$ cat src/rtl/fpa_pkg.sv
// Shared types, codes and the saturation helper of the fixed-point ALU.
`timescale 1ns / 1ps
`default_nettype none
package fpa_pkg;

   localparam int DATA_WIDTH_DEF = 32;
   localparam int FRAC_BITS_DEF  = 8;
   localparam int FIELD_W        = 32;
   localparam int KIND_W         = 4;
   localparam int WIDE_W         = 72;

   typedef enum logic [KIND_W-1:0] {
      KIND_ADD      = 4'd0,
      KIND_SUB      = 4'd1,
      KIND_MUL      = 4'd2,
      KIND_DIV      = 4'd3,
      KIND_MIN      = 4'd4,
      KIND_MAX      = 4'd5,
      KIND_INC      = 4'd6,
      KIND_DEC      = 4'd7,
      KIND_FROM_INT = 4'd8,
      KIND_TO_INT   = 4'd9
   } kind_type;

   // Per-item control and partial results that ride along the pipeline
   typedef struct packed {
      logic [KIND_W-1:0]  kind;
      logic [FIELD_W-1:0] res;
      logic               ovf;
      logic               dbz;
      logic               less;
      logic               equal;
      logic               greater;
      logic               neg;
   } side_type;

   typedef struct packed {
      logic [FIELD_W-1:0] val;
      logic               ovf;
   } sat_type;

   // Clamp a wide signed value to a w-bit signed range, sign-extended to the field
   function automatic sat_type sat_to_width(input logic signed [WIDE_W-1:0] v,
                                            input int w);
      logic signed [WIDE_W-1:0] hi;
      logic signed [WIDE_W-1:0] lo;
      sat_type s;
      hi = (72'sd1 <<< (w - 1)) - 72'sd1;
      lo = -hi - 72'sd1;
      if (v > hi) begin
         s.val = hi[FIELD_W-1:0];
         s.ovf = 1'b1;
      end else if (v < lo) begin
         s.val = lo[FIELD_W-1:0];
         s.ovf = 1'b1;
      end else begin
         s.val = v[FIELD_W-1:0];
         s.ovf = 1'b0;
      end
      return s;
   endfunction

endpackage
`default_nettype wire

$ cat src/rtl/fpa_round.sv
// Second stage: round and saturate the product; pass divider setup along.
`timescale 1ns / 1ps
`default_nettype none
module fpa_round #(
   parameter int DATA_WIDTH = 32,
   parameter int FRAC_BITS  = 8,
   parameter int NUM_W      = DATA_WIDTH + FRAC_BITS + 2
) (
   input  wire logic                     clock,
   input  wire logic                     reset,
   input  wire logic                     up_valid,
   output      logic                     up_ready,
   input  wire fpa_pkg::side_type        up_side,
   input  wire logic [2*DATA_WIDTH-1:0]  up_prod,
   input  wire logic [NUM_W-1:0]         up_num,
   input  wire logic [DATA_WIDTH:0]      up_den,
   output      logic                     dn_valid,
   input  wire logic                     dn_ready,
   output      fpa_pkg::side_type        dn_side,
   output      logic [NUM_W-1:0]         dn_num,
   output      logic [DATA_WIDTH:0]      dn_den
);
   import fpa_pkg::*;

   localparam int PW = 2 * DATA_WIDTH;
   localparam logic [PW:0] Half = (PW + 1)'(1) << (FRAC_BITS - 1);

   logic [PW:0]              rsum;
   logic signed [WIDE_W-1:0] mag_x;
   sat_type                  sat_c;
   side_type                 side_c;

   logic                     valid_ff;
   side_type                 side_ff;
   logic [NUM_W-1:0]         num_ff;
   logic [DATA_WIDTH:0]      den_ff;

   // Round half away from zero on the magnitude, then apply the sign
   assign rsum  = {1'b0, up_prod} + Half;
   assign mag_x = signed'(WIDE_W'(rsum[PW:FRAC_BITS]));
   assign sat_c = sat_to_width(up_side.neg ? -mag_x : mag_x, DATA_WIDTH);

   always_comb begin
      side_c = up_side;
      if (kind_type'(up_side.kind) == KIND_MUL) begin
         side_c.res = sat_c.val;
         side_c.ovf = sat_c.ovf;
      end
   end

   assign up_ready = !valid_ff || dn_ready;

   always_ff @(posedge clock) begin
      if (reset) begin
         valid_ff <= 1'b0;
      end else if (up_ready) begin
         valid_ff <= up_valid;
      end
   end

   always_ff @(posedge clock) begin
      if (up_valid && up_ready) begin
         side_ff <= side_c;
         num_ff  <= up_num;
         den_ff  <= up_den;
      end
   end

   assign dn_valid = valid_ff;
   assign dn_side  = side_ff;
   assign dn_num   = num_ff;
   assign dn_den   = den_ff;
endmodule
`default_nettype wire

$ cat config.mk
export PLATFORM = sky130hd
export DESIGN_NAME = fpa_round
export DESIGN_NICKNAME = d
export VERILOG_FILES = /design/src/rtl/fpa_pkg.sv /design/src/rtl/fpa_round.sv
export SDC_FILE = /design/constraint.sdc
export NUM_CORES = 1
export LEC_CHECK = 0
export BUFFER_PORTS_ARGS = -buffer_cell sky130_fd_sc_hd__buf_2
export CORE_UTILIZATION = 24
export DETAILED_ROUTE_END_ITERATION = 8
export GPL_TIMING_DRIVEN = 0
export PLACE_DENSITY = 0.44
export RECOVER_POWER = 25
export SYNTH_ARGS = -nofsm -noshare
export SYNTH_HDL_FRONTEND = slang
export SYNTH_SLANG_ARGS = --single-unit
$ cat constraint.sdc
create_clock -name clock -period 11.1 [get_ports clock]
set_input_delay 0.555 -clock clock [delete_from_list [all_inputs] [get_ports clock]]
set_output_delay 0.555 -clock clock [all_outputs]
set_load 0.01 [all_outputs]
---- Yosys cells after proc, flatten, opt, wreduce, memory -nomap -nowiden ----
Index checks and enable logic that the tools add are counted.
operators by class
  muxes and demuxes ....................... 4
  magnitude comparators ................... 2
  equal/unequal tests ..................... 1
  reduce and logical (&&, ||, !) cells .... 3
  add/subtract/negate cells ............... 2
operators by type and width
  operator               count
  $mux 33                3
  $gt 72x32->1 const B   1
  $lt 72x32->1 const B   1
  $mux 72                1
  $neg 57->72            1
  $add 64x8->65 const B  1
  $eq 4x2->1 const B     1
  $logic_and 1x1->1      1
  $logic_not 1->1        1
  $logic_or 1x1->1       1
word-level totals
  register bits after elaboration ......... 118
  input bits .............................. 185
  output and inout port bits .............. 119

---- Depth between registers and ports, before layout ----
  depth in word-level cells ............... 7
  depth in mapped cells ................... 20
  gate-level depth less buffers ........... 14

---- Worst setup path after synthesis ----
No wires, ideal clock.
  kind .................................... in2reg
  start point ............................. in up_prod[19]
  end point ............................... reg side_ff (netlist bit dn_side[11]) (data pin)
  stages .................................. 17
  arrival time ............................ 4,640 ps
  slack ................................... 6,192 ps
  buffers on the path ..................... 5
  setup time .............................. 269 ps
  cell sequence ........................... clkbuf_1 -> and2_1 -> nand4_2 -> buf_6 -> o31a_1 -> nor4_4 -> nand4_2 -> or4_1 -> clkbuf_1 -> or3_1 -> buf_2 -> a211oi_1 -> a31oi_1 -> or4_4 -> nor4_4 -> buf_4 -> o32ai_1
RTL lines
  item                    RTL line         source
  start: declaration      fpa_round.sv:14  input wire logic [2*DATA_WIDTH-1:0] up_prod,
  end signal: assignment  fpa_round.sv:63  side_ff <= side_c;
  end: declaration        fpa_round.sv:34  side_type side_ff;

==> results.py <==
metrics = {
    "grt": {
        "grt_overflow": 0,
        "grt_pass1_vias": 7590,
        "grt_pass1_wl_um": 45400,
        "grtUsageTotal_pct": 17.7,
        "grt_max_degree": 65,
        "antenna_found_initial": 3,
    },
    "cts": {
        "clock_path_buffers": 2,
        "cts_tree": "built",
        "cts_made_buffers": 17,
        "cts_sinks": 118,
        "path_clk_slew_ns": 0.05,
        "clk_latency_ns": 0.41,
        "h-tree-depth": 4,
        "hold_buffers": 0,
        "clock-root-buffer": "clkbuf_16",
        "post_cts_buffers": 0,
        "cts_resized": 0,
    },
    "place": {
        "post-place-ws_ns": 4.92,
        "io_buffers": 289,
        "dpl.hpwl_um": 25500,
        "routabilityCongestion": 0.833,
        "place_area_sq_um": 10100,
    },
    "setup_path": {
        "cp-start-kind": "input pin",
        "r2r_slack_ns": 9.23,
        "crit_chain": "clkbuf_1 > and4_1 > clkbuf_1 > nand4_1 > nor4b_1 > nand2_1 > xor2_1 > and4_1 > nand3_1 > o31ai_1 > xnor2_1 > or3_1 > nor4_1 > a21oi_1 > clkbuf_1 > o22ai_1",
        "regToRegStartpoint": "dn_valid",
        "critical_path_peak_fanout": 10,
        "cp.depth": 16,
        "crit_start": "up_prod[42]",
        "crit_path_frequent_cell": "clkbuf_1",
        "critPathMaxStageDelay_ns": 1.02,
        "r2r_cells": 3,
        "r2r-end": "dn_num[33]",
        "crit_end": "dn_side[24]",
        "cp.arrival_ns": 5.94,
        "worstSetupEndpointType": "register",
        "path_delay_family": "simple AND/OR/NAND/NOR gates",
        "critPathKind": "input pin to register",
        "crit_slowest_cell": "nor4b_1",
        "worstPathRequired_ns": 11.31,
        "critPathBufInv": 3,
    },
    "synth": {
        "yosysSeqAreaShare_pct": 44.0,
        "yosys_warnings": 0,
        "avgSynthCellArea_sq_um": 9.65,
        "ys_async_sr_fraction_pct": 0,
        "synthFlopType": "edfxtp_1",
        "syn_nets": 1019,
        "synth_edf_count": 117,
        "synth_area_sq_um": 8030,
        "synth-seq-cells": 118,
        "synth_cell_types": 76,
        "synthCells": 832,
    },
    "timing": {
        "setup_ws_ns": 5.36,
        "final_max_slew_viol_count": 0,
        "period_needed_ns": 5.74,
        "finClkSkew_ns": 0.00808,
        "setup_viol": 0,
        "worst_hold_slack_ns": 0.305,
        "hold_viol": 0,
        "rsz0062_at_grt": "false",
        "slew_headroom_pct": 23.4,
        "max_freq_ghz": 0.174,
        "setup_tns_ns": 0,
        "fin_crit_sh_pct": 51.7,
        "worstMarginPinSlew_ns": 1.13,
    },
    "drt": {
        "wl_um": 31100,
        "drcViolationCount": 0,
        "wire_per_inst_um": 19.4,
        "drt-initial-drc-count": 506,
        "drt-pass1-iter-count": 5,
        "via_per_inst": 5.03,
        "num_vias": 8036,
        "ant_nets": 0,
    },
    "finish": {
        "drive_gt1_share_pct": 30.6,
        "area_delta_synth_final_pct": 32.9,
        "fillers": 3482,
        "fin_nets": 1328,
        "design_area_sq_um": 10700,
    },
    "power_and_ir_drop": {
        "p_leak_nw": 3.87,
        "power_w": 0.00132,
        "powerDensity_nw_per_um2": 124,
        "ir_worst_vdd_mv": 0.0745,
    },
    "job": {
        "drv_cap": 0,
    },
    "outcome": {
        "status": "completed",
    },
    "floorplan": {
        "die_y_um": 185,
        "die_x_um": 185,
        "design.core.area_sq_um": 32700,
        "ios": 304,
        "die-area_sq_um": 34200,
        "start_util_pct": 24.6,
        "fp-row-count": 66,
    },
    "hold_path": {
        "hp-class": "input pin to register",
    },
}
==> cell usage in the layout, fill, tap and decap left out, types with 28 or more instances in the layout <==
master	instances
clkbuf_1	48
nand4_1	34
nand2_1	63
nand3_1	33
xnor2_1	54
xor2_1	33
nor2_1	28
buf_2	290
o22ai_1	31
nor3_1	31
edfxtp_1	117
o21ai_0	92
==> layer usage <==
| layer | GRT usage (%) | vias to the layer above | routed length (um) |
|---|---|---|---|
| li1 | - | 3893 | - |
| met1 | 21.2 | 3800 | 12800 |
| met2 | 31.5 | 319 | 15500 |
| met3 | 3.52 | 24 | 2240 |
| met4 | 5.69 | 0 | 524 |
| met5 | 0 | - | 0 |
==> registers in the layout (all words and copies together) (netlist names) <==
register,cells
dn_den,33
dn_valid,1
dn_side,42
dn_num,42
==> final cells by class <==
| class | count | area [sq um] | share of cell area, % |
|---|---|---|---|
| multi-input cells | 645 | 4200 | 39.3 |
| flip-flops and latches | 118 | 3530 | 33.1 |
| well taps | 442 | 553 | 5.18 |
| inverters | 13 | 48.8 | 0.457 |
| repair buffers | 290 | 1460 | 13.7 |
| clock inverters | 13 | 180 | 1.69 |
| clock buffers | 19 | 433 | 4.06 |
| plain buffers | 56 | 260 | 2.44 |
| diodes | 3 | 7.51 | 0.0704 |
==> Yosys cell counts, types with 7 or more instances <==
master    number  share of area [%]
nor4_1        25                1.9
o22ai_1       31                2.4
o21ai_0       92                5.7
nor2_1        28                1.3
and3_1        18                1.4
and4_1        20                2.2
edfxtp_1     117                 44
buf_2         13               0.81
inv_1         13               0.61
clkbuf_1      34                1.6
xor2_1        33                3.6
a21oi_1       15               0.93
xnor2_1       54                5.9
nand2_1       63                2.9
nand3_1       33                2.1
or4_1         12                1.1
or2_2          8               0.62
mux2i_1        7               0.87
o31ai_1       10               0.93
and2_1        12               0.93
a211oi_1       8               0.75
a31oi_1        8               0.62
nand4_1       34                2.6
nor3_1        31                1.9
or3_1         18                1.4
==> per-stage QoR <==
stage               cells  utilization, %
finish               1599            32.6
global route         1599            32.6
CTS                  1596            32.7
detailed placement   1564            30.8
global placement     1563            30.7
floorplan             832               -
==> worst register-to-register path, cell delays in order (launching register included) <==
cell,delay [ns]
dfxtp_1,0.31
nand2b_1,0.14
and2_4,0.66
buf_16,0.37
==> power breakdown <==
part / internal, W / leakage, nW / switching (W) / total, W
logic: 0.0000838 / 2.44 / 0.000134 / 0.000218
clock network: 0.000375 / 0.296 / 0.000196 / 0.000571
registers: 0.000525 / 1.13 / 0.00000614 / 0.000531
==> cell families after synthesis <==
family                   Yosys count  share of synthesized area, %
multiplexers                       8                          1.01
XOR/XNOR                          87                          9.49
flip-flops                       118                          44.0
adder cells (fa/ha/maj)            2                         0.312
AO/OA/AOI/OAI                    214                          17.1
AND/OR/NAND/NOR                  334                          24.2
buffers and inverters             69                          3.85
==> how the worst min path moves through the flow <==
stage,startpoint,to,slack (ns),cells past startpoint
after global routing,up_num[23],dn_num[23],0.30,1
final,reset,dn_valid,0.31,2
after CTS,reset,dn_valid,0.29,2
after global placement,dn_valid,dn_valid,0.55,2
after floorplan,dn_valid,dn_valid,0.59,2
after detailed placement,dn_valid,dn_valid,0.57,2
Power figures use the tool's default switching activity.
