**src/rtl/fpa_pkg.sv**
```systemverilog
// Shared types, codes and the saturation helper of the fixed-point ALU.
`timescale 1ns / 1ps
`default_nettype none
package fpa_pkg;

   localparam int DATA_WIDTH_DEF = 32;
   localparam int FRAC_BITS_DEF  = 8;
   localparam int FIELD_W        = 32;
   localparam int KIND_W         = 4;
   localparam int WIDE_W         = 72;

   typedef enum logic [KIND_W-1:0] {
      KIND_ADD      = 4'd0,
      KIND_SUB      = 4'd1,
      KIND_MUL      = 4'd2,
      KIND_DIV      = 4'd3,
      KIND_MIN      = 4'd4,
      KIND_MAX      = 4'd5,
      KIND_INC      = 4'd6,
      KIND_DEC      = 4'd7,
      KIND_FROM_INT = 4'd8,
      KIND_TO_INT   = 4'd9
   } kind_type;

   // Per-item control and partial results that ride along the pipeline
   typedef struct packed {
      logic [KIND_W-1:0]  kind;
      logic [FIELD_W-1:0] res;
      logic               ovf;
      logic               dbz;
      logic               less;
      logic               equal;
      logic               greater;
      logic               neg;
   } side_type;

   typedef struct packed {
      logic [FIELD_W-1:0] val;
      logic               ovf;
   } sat_type;

   // Clamp a wide signed value to a w-bit signed range, sign-extended to the field
   function automatic sat_type sat_to_width(input logic signed [WIDE_W-1:0] v,
                                            input int w);
      logic signed [WIDE_W-1:0] hi;
      logic signed [WIDE_W-1:0] lo;
      sat_type s;
      hi = (72'sd1 <<< (w - 1)) - 72'sd1;
      lo = -hi - 72'sd1;
      if (v > hi) begin
         s.val = hi[FIELD_W-1:0];
         s.ovf = 1'b1;
      end else if (v < lo) begin
         s.val = lo[FIELD_W-1:0];
         s.ovf = 1'b1;
      end else begin
         s.val = v[FIELD_W-1:0];
         s.ovf = 1'b0;
      end
      return s;
   endfunction

endpackage
`default_nettype wire

```
**src/rtl/fpa_cell.sv**
```systemverilog
// Divider cell: one restoring quotient bit per cell, registered.
`timescale 1ns / 1ps
`default_nettype none
module fpa_cell #(
   parameter int DATA_WIDTH = 32,
   parameter int NUM_W      = 42
) (
   input  wire logic                 clock,
   input  wire logic                 reset,
   input  wire logic                 up_valid,
   output      logic                 up_ready,
   input  wire fpa_pkg::side_type    up_side,
   input  wire logic [DATA_WIDTH:0]  up_rem,
   input  wire logic [NUM_W-1:0]     up_shift,
   input  wire logic [DATA_WIDTH:0]  up_den,
   output      logic                 dn_valid,
   input  wire logic                 dn_ready,
   output      fpa_pkg::side_type    dn_side,
   output      logic [DATA_WIDTH:0]  dn_rem,
   output      logic [NUM_W-1:0]     dn_shift,
   output      logic [DATA_WIDTH:0]  dn_den
);
   import fpa_pkg::*;

   localparam int W = DATA_WIDTH;

   logic [W+1:0]     part;
   logic [W+1:0]     diff;
   logic             ge;

   logic             valid_ff;
   side_type         side_ff;
   logic [W:0]       rem_ff;
   logic [NUM_W-1:0] shift_ff;
   logic [W:0]       den_ff;

   // Bring down the next numerator bit and try the subtract
   assign part = {up_rem, up_shift[NUM_W-1]};
   assign diff = part - {1'b0, up_den};
   assign ge   = part >= {1'b0, up_den};

   assign up_ready = !valid_ff || dn_ready;

   always_ff @(posedge clock) begin
      if (reset) begin
         valid_ff <= 1'b0;
      end else if (up_ready) begin
         valid_ff <= up_valid;
      end
   end

   // Shift the quotient bit in where the numerator bit left
   always_ff @(posedge clock) begin
      if (up_valid && up_ready) begin
         side_ff  <= up_side;
         rem_ff   <= ge ? diff[W:0] : part[W:0];
         shift_ff <= {up_shift[NUM_W-2:0], ge};
         den_ff   <= up_den;
      end
   end

   assign dn_valid = valid_ff;
   assign dn_side  = side_ff;
   assign dn_rem   = rem_ff;
   assign dn_shift = shift_ff;
   assign dn_den   = den_ff;
endmodule
`default_nettype wire

```
**config.mk**
```make
export PLATFORM = sky130hd
export DESIGN_NAME = fpa_cell
export DESIGN_NICKNAME = d
export VERILOG_FILES = /design/src/rtl/fpa_pkg.sv /design/src/rtl/fpa_cell.sv
export SDC_FILE = /design/constraint.sdc
export NUM_CORES = 1
export LEC_CHECK = 0
export BUFFER_PORTS_ARGS = -buffer_cell sky130_fd_sc_hd__buf_2
export CORE_MARGIN = 2
export CORE_UTILIZATION = 35
export CTS_BUF_LIST = sky130_fd_sc_hd__clkbuf_4 sky130_fd_sc_hd__clkbuf_8
export DETAILED_ROUTE_END_ITERATION = 12
export SLEW_MARGIN = 40
export SYNTH_ARGS = -nofsm -noshare
export SYNTH_HDL_FRONTEND = slang
export SYNTH_SLANG_ARGS = --single-unit
```
**constraint.sdc**
```tcl
create_clock -name clock -period 5.9 [get_ports clock]
set_clock_uncertainty 0.1 [all_clocks]
set_input_delay 0 -clock clock [delete_from_list [all_inputs] [get_ports clock]]
set_output_delay 0 -clock clock [all_outputs]
set_load 0.005 [all_outputs]
```
Yosys cells after proc, flatten, opt, wreduce, memory -nomap -nowiden. Index checks and enable logic that the tools add are counted.

Flip-flop bits (word level): 151. Bits of input ports: 154. Output and inout port bits: 152. Word-level logic and storage cells: 18.

Add/sub/neg operators: 1. Order comparisons: 1. Muxes and demuxes: 1. Reduce and logical (&&, ||, !) cells: 3.

Operator list (number): 34-bit by 33-bit >= comparator with 1-bit output (1); 33-bit 2-to-1 mux (1); 33-bit subtractor (1); 1-bit logical AND (1); 1-bit zero test (1); 1-bit logical OR (1).

Depth between registers and ports, before layout.
Depth in word-level cells: 3. Mapped depth: 14. Mapped depth without buffers: 12.

Worst setup path before layout. Ideal clock, no wire load.

Kind: reg2reg. Start point: register valid_ff, in the netlist dn_valid. End point: register den_ff[0], in the netlist dn_den[0], enable pin. Setup time: 0.528 ns. Arrival: 3.886 ns. Required time: 5.272 ns. Slack: 1.386 ns. Cell stages (with the launch flop): 3. Path buffers: 0. Period minus slack after synthesis: 4.514 ns. Cell sequence: dfxtp_1 > nand2b_1 > and2_1.

Word-level cells in the longest chain between the ends: 3.

RTL lines: from (decl) (RTL line fpa_cell.sv:31) `logic valid_ff;`; from (signal assigned) (RTL line fpa_cell.sv:48) `valid_ff <= up_valid;`; 1-bit zero test (RTL line fpa_cell.sv:42) `assign up_ready = !valid_ff || dn_ready;`; 1-bit logical OR (RTL line fpa_cell.sv:42); via up_ready (RTL line fpa_cell.sv:11) `output logic up_ready,`; 1-bit logical AND (RTL line fpa_cell.sv:54) `if (up_valid && up_ready) begin`; to (signal assigned) (RTL line fpa_cell.sv:58) `den_ff <= up_den;`; to (decl) (RTL line fpa_cell.sv:35) `logic [W:0] den_ff;`.

The timed path passes the listed nets, and every way through them passes these cells. A chain may end at the register's enable or synchronous reset.

Final worst setup path.
Start point: input up_shift[41]. End point: register rem_ff[9], in the netlist dn_rem[9], data pin.

Word-level cells in the longest chain between the ends: 2. Elaborated cells on any way between the ends: 3. Classes of those cells: add/sub: 1; order compare: 1; mux: 1.

RTL lines: from (decl) (RTL line fpa_cell.sv:14) `input wire logic [NUM_W-1:0] up_shift,`; 33-bit subtractor / 34-bit by 33-bit >= comparator with 1-bit output (equally long branches) (RTL line fpa_cell.sv:39, fpa_cell.sv:40); 33-bit 2-to-1 mux * (RTL line fpa_cell.sv:56) `rem_ff <= ge ? diff[W:0] : part[W:0];`; to (signal assigned) (RTL line fpa_cell.sv:56); to (decl) (RTL line fpa_cell.sv:33) `logic [W:0] rem_ff;`.

Mark *: on every way between the ends. The rest lies on a longest branch, timed or not.

==> results by group <==
Run status
  – Status: finished, final reports clean

Global routing
  – First-pass GRT wire length: 31.45 mm
  – Total gr overflow: 0
  – Gr usage total: 0.1898
  – Met3 Use GR: 0.04813
  – Vias in the first global route: 5918
  – Largest net degree at the start of global routing: 63
  – GR peak layer: met2
  – Met1 usage: 0.2181
  – GR Util met2: 0.3486
  – Initial antenna violation count: 2

Setup path
  – Data arrival, critical path: 3.50 ns
  – CP peak stage delay: 0.53 ns
  – Critical path cell sequence: dlygate4sd3_1, buf_2, inv_1, ha_1, inv_1, fa_1, a21o_1, a221oi_2, o21ai_2, a21boi_2, o31ai_2, a21oi_4, buf_4, o31ai_1
  – Worst setup path startpoint: up_shift[41]
  – CP top delay family: compound AO/OA/AOI/OAI gates
  – CP max stage cell: dlygate4sd3_1
  – Reg-to-Reg End: dn_den[9]
  – Max FO, Critical Path: 34
  – Worst R2R Path Depth: 3
  – Worst path depth: 14
  – Worst setup SP type: input pin
  – CP dominant cell by count: inv_1
  – Crit path buf inv count: 5
  – FF-to-FF Start: dn_valid
  – Critical path type: input pin to flip-flop
  – CP Capture Point: dn_rem[9]
  – Worst EP required: 5.98 ns
  – Setup crit end kind: flip-flop
  – R2R setup slack: 3.73 ns

Layout
  – Sequential cell area: 4524 um^2
  – Share of layout cells above drive strength 1: 0.3902
  – Final #Nets: 1172
  – Fillers: 1735
  – Area Overhead vs Synth: 52.11%
  – Multi-input gate area: 2235 um^2

Placement
  – Hpwl dp: 15.02 mm
  – Buffers on Ports: 305
  – GPL Wtd Cong: 0.8217

Synth
  – Post-synthesis sequential area ratio: 0.6392
  – Most frequent cells after synthesis: edfxtp_1 (150), inv_1 (45), nand2_1 (42), a21oi_1 (33), ha_1 (33)
  – Post-Syn Nets: 709
  – Synth Instances: 521
  – Post-synth top area cell: edfxtp_1
  – Synth unique cells: 61
  – Ys async rst share: 0
  – Synth top area cells: edfxtp_1 (64%), ha_1 (5.8%), o21ai_2 (2.5%)
  – Post-synth top flop: edfxtp_1
  – Number of enable flip-flop cells after synthesis: 150
  – Syn avg cell area: 13.59 um^2
  – Flops & latches, synth: 151
  – Synth Cell Area: 7078 um^2
  – Share of the synthesized area in the top cell type: 0.6364
  – Most frequent cell after synthesis: edfxtp_1
  – Yosys warns: 0

Clock tree
  – Clk_lat worst skew: 0.45 ns
  – CTS tree: built
  – Clk root buf: clkbuf_8
  – Max clock buf depth: 2
  – H-Tree Depth: 4
  – Inserted Clock Buffers: 17
  – Clock slew at reported path FFs: 0.09 ns
  – # clock sinks: 151

Die
  – I/O pin cnt: 306
  – Initial core utilization: 0.3532
  – DIE HEIGHT: 146.2 um
  – Row count: 52
  – Chip width: 146.2 um
  – Core area: 20040 um^2
  – Die area: 21380 um^2

STA
  – Tcrit/Tclk final: 0.5804
  – Fmax achieved: 292.0 MHz
  – Worst-Margin Slew: 0.7739 ns
  – Fin Setup TNS: 0 ns
  – Final hold violation count: 0
  – Max transition margin: 0.4841
  – Minimum clock period: 3.424 ns
  – Unrepaired setup endpoints after global routing: no
  – Final Max Tran Viols: 0
  – Final setup violation count: 0

Detailed routing
  – Vias: 5845
  – Total routed wirelength: 20.47 mm
  – DRC: 0
  – DRT antenna net count: 0
  – DR WL/cell: 16.13 um
  – 1st-pass router iterations: 5
  – Initial drt markers: 222
  – Via-per-instance ratio: 4.606

Hold path
  – Hold path start: up_rem[32]
  – Hold path depth: 6
  – Worst hold path type: input pin to flip-flop

Pwr
  – Worst ir drop on vdd: 133.6 uV
  – Static leakage: 4.676 nW
  – Tot Pwr: 2.663 mW
  – PD cells: 247.4 nW/um^2

Job
  – Max-Cap Viols: 0
==> sequential cells by signal (all words and copies together), names as in the netlist <==
register / count
dn_shift: 42
dn_side: 42
dn_valid: 1
dn_rem: 33
dn_den: 33
==> worst register-to-register path: cells and delay by family, from the launching register on <==
| family | cells | cell delay, ns |
|---|---|---|
| simple gates | 2 | 0.62 |
| buf+inv | 1 | 0.69 |
| flops | 1 | 0.33 |
==> where the power goes <==
group          leakage, nW  total [mW]  internal (mW)  switching, mW
registers             1.46        1.30           1.28         0.0185
logic                 3.01       0.558          0.273          0.285
clock network        0.200       0.807          0.358          0.448
total                 4.68        2.66           1.91          0.752
==> cells by family (layout without fill, tap and decap cells) <==
family	Yosys count	count (layout)	share of synthesized area
muxes	1	1	0.002121
adders and majority gates	34	34	0.06116
AOI/OAI and AO/OA	137	137	0.1423
xor gates and xnor gates	28	28	0.03465
other	0	2	0
and+or+nand+nor	107	107	0.07513
buffers and inverters	63	539	0.04543
DFF	151	151	0.6392
==> worst min path at each step <==
| stage | endpoint |
|---|---|
| final | dn_shift[0] |
| after global routing | dn_shift[34] |
| after CTS | dn_den[22] |
| after detailed placement | dn_valid |
| after global placement | dn_valid |
| after floorplan | dn_valid |
==> cell usage in the layout, fill, tap and decap left out, drive strengths merged, types with 6 or more instances in the layout <==
cell	count
xnor2	15
and3	9
buf	309
inv	55
o31ai	6
nor2	14
o21ai	48
o21bai	6
a21oi	35
a21o	12
xor2	13
edfxtp	150
nand2	52
ha	33
dlygate4sd3	152
nand3	6
clkbuf	18
==> layout make-up <==
cell class / count / share of cell area
antenna: 2 / 0.0004648
clock buffer: 18 / 0.02243
clock inverter: 14 / 0.01418
inverter: 46 / 0.01604
multi-input combinational: 307 / 0.2076
sequential: 151 / 0.4202
tap: 270 / 0.03138
timing repair buffer: 461 / 0.2877
==> per-stage QoR <==
step                setup WS [ns]    util  std cells  area (um^2)  hold slack, ns
floorplan                   1.386       -        521         7078        -0.03093
global placement            2.208  0.4401       1082         8818         0.06287
detailed placement          2.143  0.4401       1082         8818         0.07342
CTS                         2.074  0.5357       1266        10730         0.03197
global route                2.186  0.5373       1269        10770         0.05265
finish                      2.476  0.5373       1269        10770         0.03915
==> repair_timing <==
action / in CTS / in global routing
endpoints found under the hold margin: 150 / 0
resized for setup: 0 / 0
buffers inserted: 0 / 0
hold buffers: 152 / 0
==> layer usage <==
metal,wire [um],part of all wire,vias to the layer above
li1,-,-,2867
met2,10630,0.52,209
met1,8128,0.40,2744
met4,391,0.019,0
met3,1318,0.064,25
met5,0,0,-
No activity file was read; power rests on OpenSTA's default activity.
