--- config.mk ---
export PLATFORM = sky130hd
export DESIGN_NAME = fpa_prep
export DESIGN_NICKNAME = d
export VERILOG_FILES = /design/src/rtl/fpa_pkg.sv /design/src/rtl/fpa_prep.sv
export SDC_FILE = /design/constraint.sdc
export NUM_CORES = 2
export LEC_CHECK = 0
export BUFFER_PORTS_ARGS = -buffer_cell sky130_fd_sc_hd__buf_4
export CAP_MARGIN = 40
export CORE_AREA = 2 2 284 286
export CTS_CLUSTER_SIZE = 20
export DETAILED_ROUTE_END_ITERATION = 7
export DIE_AREA = 0 0 286 288
export PLACE_DENSITY = 0.78
export SYNTH_ARGS = -nofsm -noshare
export SYNTH_HDL_FRONTEND = slang
export SYNTH_SLANG_ARGS = --single-unit
--- constraint.sdc ---
create_clock -name clock -period 33.2 [get_ports clock]
set_input_delay 6.64 -clock clock [delete_from_list [all_inputs] [get_ports clock]]
set_output_delay 6.64 -clock clock [all_outputs]
set_load 0.03 [all_outputs]
--- src/rtl/fpa_pkg.sv ---
// Shared types, codes and the saturation helper of the fixed-point ALU.
`timescale 1ns / 1ps
`default_nettype none
package fpa_pkg;

   localparam int DATA_WIDTH_DEF = 32;
   localparam int FRAC_BITS_DEF  = 8;
   localparam int FIELD_W        = 32;
   localparam int KIND_W         = 4;
   localparam int WIDE_W         = 72;

   typedef enum logic [KIND_W-1:0] {
      KIND_ADD      = 4'd0,
      KIND_SUB      = 4'd1,
      KIND_MUL      = 4'd2,
      KIND_DIV      = 4'd3,
      KIND_MIN      = 4'd4,
      KIND_MAX      = 4'd5,
      KIND_INC      = 4'd6,
      KIND_DEC      = 4'd7,
      KIND_FROM_INT = 4'd8,
      KIND_TO_INT   = 4'd9
   } kind_type;

   // Per-item control and partial results that ride along the pipeline
   typedef struct packed {
      logic [KIND_W-1:0]  kind;
      logic [FIELD_W-1:0] res;
      logic               ovf;
      logic               dbz;
      logic               less;
      logic               equal;
      logic               greater;
      logic               neg;
   } side_type;

   typedef struct packed {
      logic [FIELD_W-1:0] val;
      logic               ovf;
   } sat_type;

   // Clamp a wide signed value to a w-bit signed range, sign-extended to the field
   function automatic sat_type sat_to_width(input logic signed [WIDE_W-1:0] v,
                                            input int w);
      logic signed [WIDE_W-1:0] hi;
      logic signed [WIDE_W-1:0] lo;
      sat_type s;
      hi = (72'sd1 <<< (w - 1)) - 72'sd1;
      lo = -hi - 72'sd1;
      if (v > hi) begin
         s.val = hi[FIELD_W-1:0];
         s.ovf = 1'b1;
      end else if (v < lo) begin
         s.val = lo[FIELD_W-1:0];
         s.ovf = 1'b1;
      end else begin
         s.val = v[FIELD_W-1:0];
         s.ovf = 1'b0;
      end
      return s;
   endfunction

endpackage
`default_nettype wire

--- src/rtl/fpa_prep.sv ---
// First stage: compare, simple operations, magnitude product and divider setup.
`timescale 1ns / 1ps
`default_nettype none
module fpa_prep #(
   parameter int DATA_WIDTH = 32,
   parameter int FRAC_BITS  = 8,
   parameter int NUM_W      = DATA_WIDTH + FRAC_BITS + 2
) (
   input  wire logic                       clock,
   input  wire logic                       reset,
   input  wire logic                       up_valid,
   output      logic                       up_ready,
   input  wire logic [3:0]                 up_kind,
   input  wire logic [31:0]                up_operand_a,
   input  wire logic [31:0]                up_operand_b,
   output      logic                       dn_valid,
   input  wire logic                       dn_ready,
   output      fpa_pkg::side_type          dn_side,
   output      logic [2*DATA_WIDTH-1:0]    dn_prod,
   output      logic [NUM_W-1:0]           dn_num,
   output      logic [DATA_WIDTH:0]        dn_den
);
   import fpa_pkg::*;

   localparam int W  = DATA_WIDTH;
   localparam int PW = 2 * DATA_WIDTH;

   logic signed [W-1:0] a_w;
   logic signed [W-1:0] b_w;
   logic signed [W-1:0] shr;
   logic [W-1:0]        mag_a;
   logic [W-1:0]        mag_b;
   logic [PW-1:0]       prod_c;
   side_type            side_c;
   sat_type             sat_c;

   logic                valid_ff;
   side_type            side_ff;
   logic [PW-1:0]       prod_ff;
   logic [NUM_W-1:0]    num_ff;
   logic [W:0]          den_ff;

   assign a_w    = up_operand_a[W-1:0];
   assign b_w    = up_operand_b[W-1:0];
   assign shr    = a_w >>> FRAC_BITS;
   assign mag_a  = a_w[W-1] ? unsigned'(-a_w) : unsigned'(a_w);
   assign mag_b  = b_w[W-1] ? unsigned'(-b_w) : unsigned'(b_w);
   assign prod_c = PW'(mag_a) * PW'(mag_b);

   // Work out every operation that needs no long chain
   always_comb begin
      side_c         = '0;
      sat_c          = '0;
      side_c.kind    = up_kind;
      side_c.less    = a_w < b_w;
      side_c.equal   = a_w == b_w;
      side_c.greater = a_w > b_w;
      side_c.neg     = a_w[W-1] ^ b_w[W-1];
      unique case (kind_type'(up_kind))
         KIND_ADD:      sat_c = sat_to_width(WIDE_W'(a_w) + WIDE_W'(b_w), W);
         KIND_SUB:      sat_c = sat_to_width(WIDE_W'(a_w) - WIDE_W'(b_w), W);
         KIND_INC:      sat_c = sat_to_width(WIDE_W'(a_w) + 72'sd1, W);
         KIND_DEC:      sat_c = sat_to_width(WIDE_W'(a_w) - 72'sd1, W);
         KIND_FROM_INT: sat_c = sat_to_width(WIDE_W'(a_w) <<< FRAC_BITS, W);
         KIND_MIN:      sat_c.val = FIELD_W'(side_c.less ? a_w : b_w);
         KIND_MAX:      sat_c.val = FIELD_W'(side_c.greater ? a_w : b_w);
         KIND_TO_INT:   sat_c.val = FIELD_W'(shr);
         KIND_DIV:      side_c.dbz = (b_w == '0);
         default:       sat_c = '0;
      endcase
      side_c.res = sat_c.val;
      side_c.ovf = sat_c.ovf;
   end

   assign up_ready = !valid_ff || dn_ready;

   // Hold the valid flag
   always_ff @(posedge clock) begin
      if (reset) begin
         valid_ff <= 1'b0;
      end else if (up_ready) begin
         valid_ff <= up_valid;
      end
   end

   // Load the payload on accept
   always_ff @(posedge clock) begin
      if (up_valid && up_ready) begin
         side_ff <= side_c;
         prod_ff <= prod_c;
         num_ff  <= NUM_W'({mag_a, {FRAC_BITS{1'b0}}, 1'b0}) + NUM_W'(mag_b);
         den_ff  <= {mag_b, 1'b0};
      end
   end

   assign dn_valid = valid_ff;
   assign dn_side  = side_ff;
   assign dn_prod  = prod_ff;
   assign dn_num   = num_ff;
   assign dn_den   = den_ff;
endmodule
`default_nettype wire

Yosys cells after proc, flatten, opt, wreduce, memory -nomap -nowiden
Cells that the tools add are included.
- memories kept: 0
- RAM bits: 0
- register bits: 181
- output and inout bits: 183
- memory bits (read-only): 0
- bits of input ports: 72
- bits in latches: 0
- divide/modulo/power cells: 0
- reductions and logical operators: 5
- equality and inequality tests: 9
- add/subtract/negate cells: 7
- shift operators: 0
- multiply operators: 1
- $lt $le $gt $ge: 12
- bitwise gates (word level): 1
- mux-type cells: 16
- operators with widths (cell ; number):
    33-bit two-way mux ; 10
    32-bit case mux with 8 select lines ; 1
    33-bit by 32-bit greater-than comparator with 1-bit output (second input constant) ; 4
    33-bit by 32-bit < comparator with 1-bit output (second input constant) ; 4
    32-bit two-way mux ; 4
    32-bit by 32-bit multiplier with 64-bit output ; 1
    32-bit negator ; 2
    41-bit by 32-bit adder with 42-bit output ; 1
    40-bit by 32-bit greater-than comparator with 1-bit output (second input constant) ; 1
    40-bit by 32-bit < comparator with 1-bit output (second input constant) ; 1
    32-bit by 2-bit adder with 33-bit output (second input constant) ; 1
    32-bit by 32-bit adder with 33-bit output ; 1
    32-bit by 2-bit subtractor with 33-bit output (second input constant) ; 1
    32-bit by 32-bit subtractor with 33-bit output ; 1
    32-bit equality test ; 1
    32-bit greater-than comparator ; 1
    32-bit logical NOT ; 1
    32-bit < comparator ; 1
    4-bit by 3-bit equality test with 1-bit output (second input constant) ; 4
    4-bit equality test (second input constant) ; 2
    1-bit case mux with 5 select lines ; 1
    4-bit by 1-bit equality test with 1-bit output (second input constant) ; 1
    4-bit by 2-bit equality test with 1-bit output (second input constant) ; 1
    4-bit logical NOT ; 1
    4 further kinds ; 4

Longest topological paths before layout
- depth after elaboration: 5
- gate-level depth with buffers: 39

Worst setup path after synthesis
OpenSTA, ideal clock, no wires.
- kind: input to register
- start: in up_operand_a[0]
- end: reg prod_ff[62] (netlist: dn_prod[62]) (data pin)
- stages on the path: 35
- library setup time: 0.259 ns
- path slack: 16.891 ns
- buffers on the path: 5
- arrival: 16.049 ns
- path through: clkbuf_1 -> inv_1 -> clkbuf_1 -> ha_1 -> or4b_1 -> clkbuf_1 -> or4_1 -> nand2_1 -> xor2_1 -> clkbuf_1 -> nor2_1 -> fa_1 -> inv_1 -> fa_1 -> inv_1 -> fa_1 -> inv_1 -> fa_1 -> inv_1 -> fa_1 -> fa_1 -> fa_1 -> fa_1 -> ha_1 -> clkbuf_1 -> nand4_1 -> or3_1 -> o211a_1 -> a21bo_2 -> o211ai_1 -> a41o_1 -> a21oi_1 -> o31ai_1 -> a41oi_1 -> xnor2_1
- longest elaborated chain between the ends: 3
- ends and longest elaborated chain (element ; line ; RTL):
    start: declaration ; fpa_prep.sv:14 ; input wire logic [31:0] up_operand_a,
    32-bit negator ; fpa_prep.sv:46 ; assign mag_a = a_w[W-1] ? unsigned'(-a_w) : unsigned'(a_w);
    32-bit two-way mux (*) ; fpa_prep.sv:46 ;
    32-bit by 32-bit multiplier with 64-bit output (*) ; fpa_prep.sv:48 ; assign prod_c = PW'(mag_a) * PW'(mag_b);
    net prod_c[62] ; fpa_prep.sv:33 ; logic [PW-1:0] prod_c;
    end signal: assignment ; fpa_prep.sv:90 ; prod_ff <= prod_c;
    end: declaration ; fpa_prep.sv:39 ; logic [PW-1:0] prod_ff;
Mark *: on every way through the listed nets, which the timed path passes. The rest lies on a longest branch.
A chain may end at the register's enable or synchronous reset.

Worst setup path in the final report
- start: in up_operand_a[0]
- end: reg prod_ff[58] (netlist: dn_prod[58]) (data pin)
Same word-level chain as after synthesis.

==> qor_table.md <==
| Item | Value | Unit |
|---|---|---|
| Run status | finished with violations | - |
| Failing checks | DRC | - |
| Clk sink count | 172 | - |
| Tightest slew margin relative to the limit | 29.95 | % |
| Reported max-cap violation count | 0 | - |
| Share of synthesized registers carrying an async set or reset | 0 | % |
| Total of cells resized after clock tree synthesis | 0 | - |
| Number of buffers added to fix hold violations after cts | 0 | - |
| Area of the core | 0.07964 | mm^2 |
| Clock tree from TritonCTS | done | - |
| Sum of routed wire length over all layers | 164,700 | um |
| Final Critical Period | 17.63 | ns |
| Max Fclk | 0.05672 | GHz |
| Area used by multi-input combinational logic | 0.03738 | mm^2 |
| Layout Utilization | 64.35 | % |
| Overall Global Routing Usage | 40.91 | % |
| Kind of end point of the critical path | flip-flop | - |
| Cell type with the highest occurrence count on the critical path | sky130_fd_sc_hd__fa_1 | - |
| Detailed placer's ending HPWL | 128,200 | um |
| Number of distinct standard cells referenced by the synthesized netlist | 94 | - |
| Worst reg2reg setup slack | 30.62 | ns |
| Fin Setup TNS | 0 | ns |
| Crit-path slowest cell | sky130_fd_sc_hd__a32oi_1 | - |
| Total of flip-flops plus latches after synthesis | 172 | - |
| Maximum level of the CTS H-tree | 4 | - |
| Depth of the worst register-to-register path | 4 | - |
| Initial core utilization | 59.35 | % |
| Number of antenna violations at the first check in global routing | 4 | - |
| Clock latency at the later pin of the worst-skew pair | 0.53 | ns |
| Number of filler instances in the final layout | 6,663 | - |
| Mean Syn Cell Area | 8.650 | um^2 |
| Finish-stage setup viols | 0 | - |
| WL/cell | 24.86 | um |
| Final RePlAce weighted congestion | 1.042 | - |
| Pre-CTS WS | 15.35 | ns |
| Non-filler cells, final | 6,626 | - |
| Via count of the first global-routing pass | 42,220 | - |
| Die W | 286 | um |
| Area growth from synthesis to final layout | 8.415 | % |
| Clock-pin slew on the worst setup and hold paths | 0.08 | ns |
| Worst Tran Pin Value | 1.024 | ns |
| Root buffer cell | sky130_fd_sc_hd__clkbuf_16 | - |
| Share of synthesized area occupied by flip-flops and latches | 10.91 | % |
| Via count | 41,280 | - |
| GRT Residual Overflow | 0 | - |
| Number of input and output port buffers inserted | 253 | - |
| Number of top-level pins | 255 | - |
| Number of CTS-inserted buffers | 17 | - |
| Setup crit start kind | input pin | - |
| Worst-case clock skew | 0.01106 | ns |
| Data required time at the worst endpoint | 33.47 | ns |
| Fraction of final layout cells sized beyond drive strength 1 | 8.803 | % |
| Worst stage delay on the critical path | 0.75 | ns |
| Clk buf depth | 2 | - |
| Chip Height | 288 | um |
| Critical Path Start | up_operand_a[0] | - |
| DRC | 8 | - |
| Total placed cells including tap cells | 6,593 | - |
| Min-Delay Path Depth | 2 | - |
| Antenna viol nets, final | 0 | - |
| Number of setup buffers added after CTS | 0 | - |
| Count of routing violations after the opening detailed-route iteration | 5,010 | - |
| Leading register cell type out of synthesis | sky130_fd_sc_hd__edfxtp_1 | - |
| Antenna cell count | 0 | - |
| Synthesis Warnings | 0 | - |
| Drt pass-1 iters | 8 | - |
| Top fanout value on the critical path | 25 | - |
| Maximum number of pins on one net before global-route repair | 57 | - |
| Startpoint of the worst hold path | dn_valid | - |
| Hold worst-path end | dn_valid | - |
| Final worst path period share | 53.10 | % |
| Min-delay worst type | reg2reg | - |
| Number of enable-type register cells in the synthesized netlist | 171 | - |
| Synthesized instance count | 5,464 | - |
| Total number of placement rows | 104 | - |
| Average via count per standard cell | 6.230 | - |
| Final number of max-transition violations | 0 | - |
| Reg2Reg Capture Point | dn_den[17] | - |
| Post-layout net count | 6,879 | - |
| Data arrival time of the worst path | 17.90 | ns |
| RSZ-0062 raised after global routing | no | - |
| Class of the most critical setup path | in2reg | - |
| Launching point of the worst reg2reg path | dn_valid | - |
| Area used by sequential logic in the layout | 0.005155 | mm^2 |
| Wire length of the first global-routing pass | 251,500 | um |
| Die Area | 0.08237 | mm^2 |
| Setup ws final | 15.57 | ns |
| Number of hold-slack violations in the final timing report | 0 | - |
| Syn Std Cell Area | 0.04727 | mm^2 |
==> synthesized netlist by cell type, types with 9 or more instances <==
master | number | area share (%)
sky130_fd_sc_hd__nand2b_1 | 38 | 0.50
sky130_fd_sc_hd__o221ai_1 | 11 | 0.20
sky130_fd_sc_hd__o21ai_0 | 140 | 1.5
sky130_fd_sc_hd__nand4_1 | 57 | 0.75
sky130_fd_sc_hd__a222oi_1 | 16 | 0.34
sky130_fd_sc_hd__nor3_1 | 57 | 0.60
sky130_fd_sc_hd__mux2i_1 | 10 | 0.21
sky130_fd_sc_hd__fa_1 | 899 | 38
sky130_fd_sc_hd__o31ai_1 | 28 | 0.44
sky130_fd_sc_hd__and3_1 | 30 | 0.40
sky130_fd_sc_hd__xor2_1 | 66 | 1.2
sky130_fd_sc_hd__clkbuf_1 | 251 | 2.0
sky130_fd_sc_hd__nor2_1 | 709 | 5.6
sky130_fd_sc_hd__or4_1 | 12 | 0.19
sky130_fd_sc_hd__a22oi_1 | 22 | 0.35
sky130_fd_sc_hd__buf_1 | 20 | 0.16
sky130_fd_sc_hd__or3_1 | 21 | 0.28
sky130_fd_sc_hd__a211oi_1 | 17 | 0.27
sky130_fd_sc_hd__o211ai_1 | 17 | 0.27
sky130_fd_sc_hd__ha_1 | 355 | 9.4
sky130_fd_sc_hd__nand2_1 | 617 | 4.9
sky130_fd_sc_hd__a221oi_1 | 18 | 0.33
sky130_fd_sc_hd__nand3_1 | 63 | 0.67
sky130_fd_sc_hd__a211o_1 | 9 | 0.17
sky130_fd_sc_hd__o22ai_1 | 10 | 0.13
sky130_fd_sc_hd__a21oi_1 | 183 | 1.9
sky130_fd_sc_hd__a21boi_0 | 9 | 0.14
sky130_fd_sc_hd__edfxtp_1 | 171 | 11
sky130_fd_sc_hd__a2111oi_0 | 9 | 0.17
sky130_fd_sc_hd__o21bai_1 | 26 | 0.41
sky130_fd_sc_hd__buf_4 | 10 | 0.16
sky130_fd_sc_hd__xnor2_1 | 187 | 3.5
sky130_fd_sc_hd__a31oi_1 | 29 | 0.38
sky130_fd_sc_hd__o21a_1 | 12 | 0.19
sky130_fd_sc_hd__nor2b_1 | 24 | 0.32
sky130_fd_sc_hd__a21o_1 | 62 | 0.98
sky130_fd_sc_hd__clkinv_1 | 24 | 0.19
sky130_fd_sc_hd__buf_2 | 13 | 0.14
sky130_fd_sc_hd__inv_1 | 1011 | 8.0
sky130_fd_sc_hd__and2_1 | 31 | 0.41
sky130_fd_sc_hd__nor4_1 | 30 | 0.40
==> cell type report <==
class	count	area share, %
Multi-Input combinational cell	3960	72.95
Sequential cell	172	10.06
Inverter	1036	7.589
Timing Repair Buffer	366	5.601
Tap cell	1060	2.588
Clock buffer	17	0.8302
Clock inverter	15	0.3809
==> cell families after synthesis <==
kind of cell	share of synthesized area, %
and+or+nand+nor	16.05
buffers and inverters	10.75
adders and majority gates	47.47
AOI/OAI and AO/OA	9.792
xor gates and xnor gates	4.688
DFF	10.91
muxes	0.3309
other	0.007934
==> critical path: cells and delay by family <==
kind / cells / cell delay [ns]
AOI/OAI and AO/OA: 7 / 2.74
and+or+nand+nor: 7 / 2.11
buffers and inverters: 7 / 1.01
adders and majority gates: 10 / 4.64
xor gates and xnor gates: 2 / 0.74
==> state kept, by name (all words and copies together) (netlist names) <==
name	flops
dn_prod	64
dn_num	42
dn_side	42
dn_den	23
dn_valid	1
==> worst max-delay path by stage <==
stage | to | slack, ns | cells after the start
2_1_floorplan | dn_prod[62] | 16.89 | 35
6_report | dn_prod[58] | 15.57 | 33
3_5_place_dp | dn_prod[58] | 15.35 | 33
3_3_place_gp | dn_prod[63] | 15.48 | 32
5_1_grt | dn_prod[58] | 15.09 | 32
4_1_cts | dn_prod[58] | 15.91 | 33
==> layout by cell type (no fill, tap or decap), drive strengths merged, types with 30 or more instances in the layout <==
cell type,instances
nand3,64
nand2b,38
and3,30
nor3,59
edfxtp,171
nand2,618
o21ai,148
a21oi,183
nor4,35
and2,32
xnor2,187
ha,355
fa,899
buf,365
nand4,59
xor2,66
nor2,709
a21o,62
inv,1020
==> per-layer routing <==
| metal | wire, um | track usage (%) | vias to the layer above | share of wire [%] |
|---|---|---|---|---|
| met2 | 71370 | 61.89 | 2982 | 43 |
| met4 | 12770 | 26.07 | 8 | 7.8 |
| met5 | 52 | 0 | - | 0.032 |
| li1 | - | - | 17360 | - |
| met3 | 22000 | 13.43 | 745 | 13 |
| met1 | 58510 | 50.64 | 20190 | 36 |
==> stage by stage <==
step | hold WS, ns | area, um^2
floorplan | 0.8595 | 47270
CTS | 0.5402 | 51240
global placement | 0.5157 | 50390
detailed placement | 0.5254 | 50620
finish | 0.5456 | 51240
global route | 0.5999 | 51240
Power is not shown: default switching activity piles up to over one toggle a cycle in this logic, so the estimate is an artifact.
